`config.mk`:
```
export PLATFORM = sky130hd
export DESIGN_NAME = rhd_queue
export DESIGN_NICKNAME = d
export VERILOG_FILES = /design/src/rhd_pkg.sv /design/src/rhd_queue.sv
export SDC_FILE = /design/constraint.sdc
export NUM_CORES = 1
export LEC_CHECK = 0
export ABC_CLOCK_PERIOD_IN_PS = 1600
export BUFFER_PORTS_ARGS = -buffer_cell sky130_fd_sc_hd__buf_2
export CAP_MARGIN = 20
export CORE_ASPECT_RATIO = 0.9
export CORE_MARGIN = 10
export CORE_UTILIZATION = 48
export CTS_CLUSTER_SIZE = 14
export DETAILED_ROUTE_END_ITERATION = 16
export GPL_TIMING_DRIVEN = 0
export PLACE_DENSITY = 0.74
export SLEW_MARGIN = 20
export SYNTH_ARGS = -nofsm -noshare
export SYNTH_HDL_FRONTEND = slang
export SYNTH_SLANG_ARGS = --single-unit
```
`constraint.sdc`:
```
create_clock -name clk -period 1.6 [get_ports clk]
set_input_delay 0.16 -clock clk [delete_from_list [all_inputs] [get_ports clk]]
set_output_delay 0.16 -clock clk [all_outputs]
set_load 0.01 [all_outputs]
```
`src/rhd_pkg.sv`:
```
// Package for the register hazard detector: shared constants, codes and types.
// Depends on nothing; every other file of the block but rhd_ram imports it.
package rhd_pkg;

    // Defaults for the top-level parameters.
    localparam int NUM_REGS_DEFAULT   = 32;
    localparam int INDEX_BITS_DEFAULT = 16;

    // Fixed field widths of the channels.
    localparam int REG_NUM_W   = 6;
    localparam int DEP_REG_W   = 5;
    localparam int OUT_INDEX_W = 16;

    // Register number that stands for no register.
    localparam logic [REG_NUM_W-1:0] REG_ABSENT = 6'd32;

    // Depth of the instruction queue between the front and the back.
    localparam int QUEUE_DEPTH = 2;

    // Access slots of one instruction, in the order they are carried out.
    localparam int SLOT_COUNT = 3;
    localparam int SLOT_SRC_A = 0;
    localparam int SLOT_SRC_B = 1;
    localparam int SLOT_DEST  = 2;

    typedef enum logic [1:0] {
        INST_R     = 2'd0,
        INST_I     = 2'd1,
        INST_J     = 2'd2,
        INST_OTHER = 2'd3
    } inst_type_t;

    typedef enum logic [1:0] {
        DEP_RAW = 2'd0,
        DEP_WAR = 2'd1,
        DEP_WAW = 2'd2
    } dep_kind_t;

endpackage

```
`src/rhd_queue.sv`:
```
// Small register FIFO between the front and the back of the hazard detector.
// Depends on rhd_pkg for its depth.
module rhd_queue
    import rhd_pkg::*;
#(
    parameter int WIDTH = 8
) (
    input  logic             clk,
    input  logic             rst_n,
    input  logic             push,
    input  logic [WIDTH-1:0] push_data,
    output logic             full,
    input  logic             pop,
    output logic             head_valid,
    output logic [WIDTH-1:0] head_data
);

    localparam int PTR_W = (QUEUE_DEPTH > 1) ? $clog2(QUEUE_DEPTH) : 1;
    localparam int CNT_W = $clog2(QUEUE_DEPTH + 1);

    logic [WIDTH-1:0] entry_reg [QUEUE_DEPTH];
    logic [PTR_W-1:0] wr_ptr_reg, wr_ptr_next;
    logic [PTR_W-1:0] rd_ptr_reg, rd_ptr_next;
    logic [CNT_W-1:0] count_reg, count_next;
    logic             do_push;
    logic             do_pop;

    // Status and pointer arithmetic.
    always_comb
    begin
        full       = (count_reg == CNT_W'(QUEUE_DEPTH));
        head_valid = (count_reg != '0);
        head_data  = entry_reg[rd_ptr_reg];
        do_push    = push && !full;
        do_pop     = pop && head_valid;

        wr_ptr_next = wr_ptr_reg;
        if (do_push)
        begin
            wr_ptr_next = (wr_ptr_reg == PTR_W'(QUEUE_DEPTH - 1)) ? '0 : wr_ptr_reg + 1'b1;
        end
        rd_ptr_next = rd_ptr_reg;
        if (do_pop)
        begin
            rd_ptr_next = (rd_ptr_reg == PTR_W'(QUEUE_DEPTH - 1)) ? '0 : rd_ptr_reg + 1'b1;
        end
        count_next = count_reg;
        if (do_push && !do_pop)
        begin
            count_next = count_reg + 1'b1;
        end
        else if (do_pop && !do_push)
        begin
            count_next = count_reg - 1'b1;
        end
    end

    // Control registers.
    always_ff @(posedge clk or negedge rst_n)
    begin
        if (!rst_n)
        begin
            wr_ptr_reg <= '0;
            rd_ptr_reg <= '0;
            count_reg  <= '0;
        end
        else
        begin
            wr_ptr_reg <= wr_ptr_next;
            rd_ptr_reg <= rd_ptr_next;
            count_reg  <= count_next;
        end
    end

    // Storage.
    always_ff @(posedge clk)
    begin
        if (do_push)
        begin
            entry_reg[wr_ptr_reg] <= push_data;
        end
    end

endmodule

```
==> qor.txt <==
Total core area = 0.00150 mm²
Hold WC Path Type = in -> reg
Global-route wire length before repair = 2.09 mm
Leakage power = 0.000396 µW
Htree depth = 1
Vias in the first global route = 473
Kind of critical path = reg -> out
Synth area leaders = edfxtp_1 61%, dfrtp_1 13%, mux2_1 11%
Initial DRT Pass Iterations = 2
Synth cell types = 14
Share of cells above drive strength 1 = 0.414
Die Ht = 58.4 µm
Fillers = 121
Routed WL per cell = 13.7 µm
Crit path DAT = 1350 ps
Most common cell after layout, fill and taps aside = buf_2
Power per cell area = 1700 mW/mm²
Area share of xor/xnor cells in the synthesized design = 0.0557
Worst hold margin = 51.4 ps
Synth Area in Compound Gates = 0
CTS sink cnt = 20
Port bufs = 21
Final Skew = 3.51 ps
Critical Path Sink Type = output port
Synthesized flop and latch total = 20
Worst-margin pin slew = 426 ps
Slew HR = 0.715
Final Max Tran Viols = 0
HPWL after DPL = 976 µm
Synth area leader = edfxtp_1
Grt ovf = 0
Worst-path clk slew = 100 ps
Final WL = 1.26 mm
Largest net degree at the start of global routing = 12
Num rows = 13
Fin cells = 92
Net Count, Synth = 57
Req. time, crit path = 1440 ps
Mapped cell area = 786 µm²
Largest family of logic cells by synthesized area = multiplexers
Gr usage total = 0.0717
Setup violators final = 0
Area of the multi-input gates = 195 µm²
Status = finished clean
Num CTS Buffers = 3
Max clock buf depth = 2
Starting Density = 0.525
Routed Antenna Nets = 0
Initial antenna violation count = 0
Drc violations = 0
Unrepaired setup endpoints after global routing = false
Synth Area in Adders = 0.0159
Seq. cell area = 581 µm²
Max VDD drop = 1.17 mV
CTS tree = yes
# IOs = 22
Synthesized area per cell = 17.9 µm²
Tmin final = 1510 ps
Drt via density = 4.55
Commonest cells after routing, fill and taps aside = 22 x buf_2, 16 x edfxtp_1, 8 x mux2_1
Reg2Reg Depth = 7
Setup_tns = 0 ps
Clock Tree Root = clkbuf_4
Sequential share of the synthesized area = 0.739
Hold depth = 1
Period utilisation layout = 0.944
Hold Violations, Final = 0
CP Launch Type = register
Gate Count Post-Synth = 44
Layout Nets = 84
Max Cap Viol = 0
Share of the synthesized area in the top cell type = 0.611
DR vias = 419
Synth Warn # = 0
Die Wd = 62.7 µm
Iteration-0 DRC count of the detailed router = 3
Crit Path Max Fanout = 9
Fin util = 0.640
Layout area overhead = 21.8%
Synth Area in Simple Gates = 0.0589
Multiplexer share of the synthesized area = 0.115
Place WS = 14.4 ps
Placed insts = 87
Max Freq = 662 MHz
Worst skew pair latency = 290 ps
PnR worst setup slack = 89.2 ps
Die area = 0.00366 mm²
Antenna diodes = 0
Max reg flops = 16
Gp weighted congestion = 0.718
## through the flow
step | cell area (µm²) | power (µW)
after floorplan | 786 | 1200
after global placement | 918 | 1390
after detailed placement | 918 | 1400
after CTS | 955 | 1640
after global routing | 957 | 1740
final | 957 | 1620
## routing by layer
layer | part of all wire | track usage
met1 | 0.44 | 0.0770
met2 | 0.52 | 0.124
met3 | 0.033 | 0.0265
met4 | 0 | 0.0350
met5 | 0 | 0
## synth_stat cells
cell      instances
and3_1            1
buf_2             1
dfrtp_1           4
edfxtp_1         16
ha_1              1
inv_1             2
mux2_1            8
nand2_2           1
nand2_4           1
nand2b_1          1
nor2_1            2
or2_4             1
xnor2_1           3
xor2_1            2
## area by class of cell
| class | count | area share |
|---|---|---|
| sequential | 20 | 0.607 |
| multi-input combinational | 21 | 0.204 |
| tap | 22 | 0.0288 |
| clock buffer | 4 | 0.0275 |
| timing repair buffer | 22 | 0.120 |
| inverter | 2 | 0.00784 |
| buffer | 1 | 0.00523 |
## cell families after synthesis
logic type,after synthesis
flops,20
mux,8
simple gates,7
xor+xnor,5
buf+inv,3
fa+ha+maj,1
## final timing paths
check                                   from               to  slack (ps)
worst min register to register  count_reg[1]     count_reg[1]         500
worst max-delay path              rd_ptr_reg     head_data[0]          90
worst max register to register  count_reg[0]     count_reg[1]         150
min in group asynchronous              rst_n       rd_ptr_reg         200
max in group asynchronous              rst_n     count_reg[1]        1280
worst min-delay path            push_data[5]  entry_reg[0][5]          50
## critical path, cell delays in order, from the launching register on
cell and delay, ps:
dfrtp_1 330, buf_2 230, mux2_1 360, buf_2 150
## what timing repair did
item | CTS | global route
hold buffers | 1 | 0
endpoints found under the hold margin | 4 | 0
endpoints found under the setup margin | 0 | 8
resized for setup | 0 | 1
setup buffers | 0 | 0
## where the power goes
group / total (µW) / internal, µW / switching [µW]
clock: 235 / 96.8 / 139
combinational: 601 / 280 / 321
sequential: 788 / 727 / 60.5
total: 1620 / 1100 / 520
Note: power is estimated with default switching activity, not from simulation.
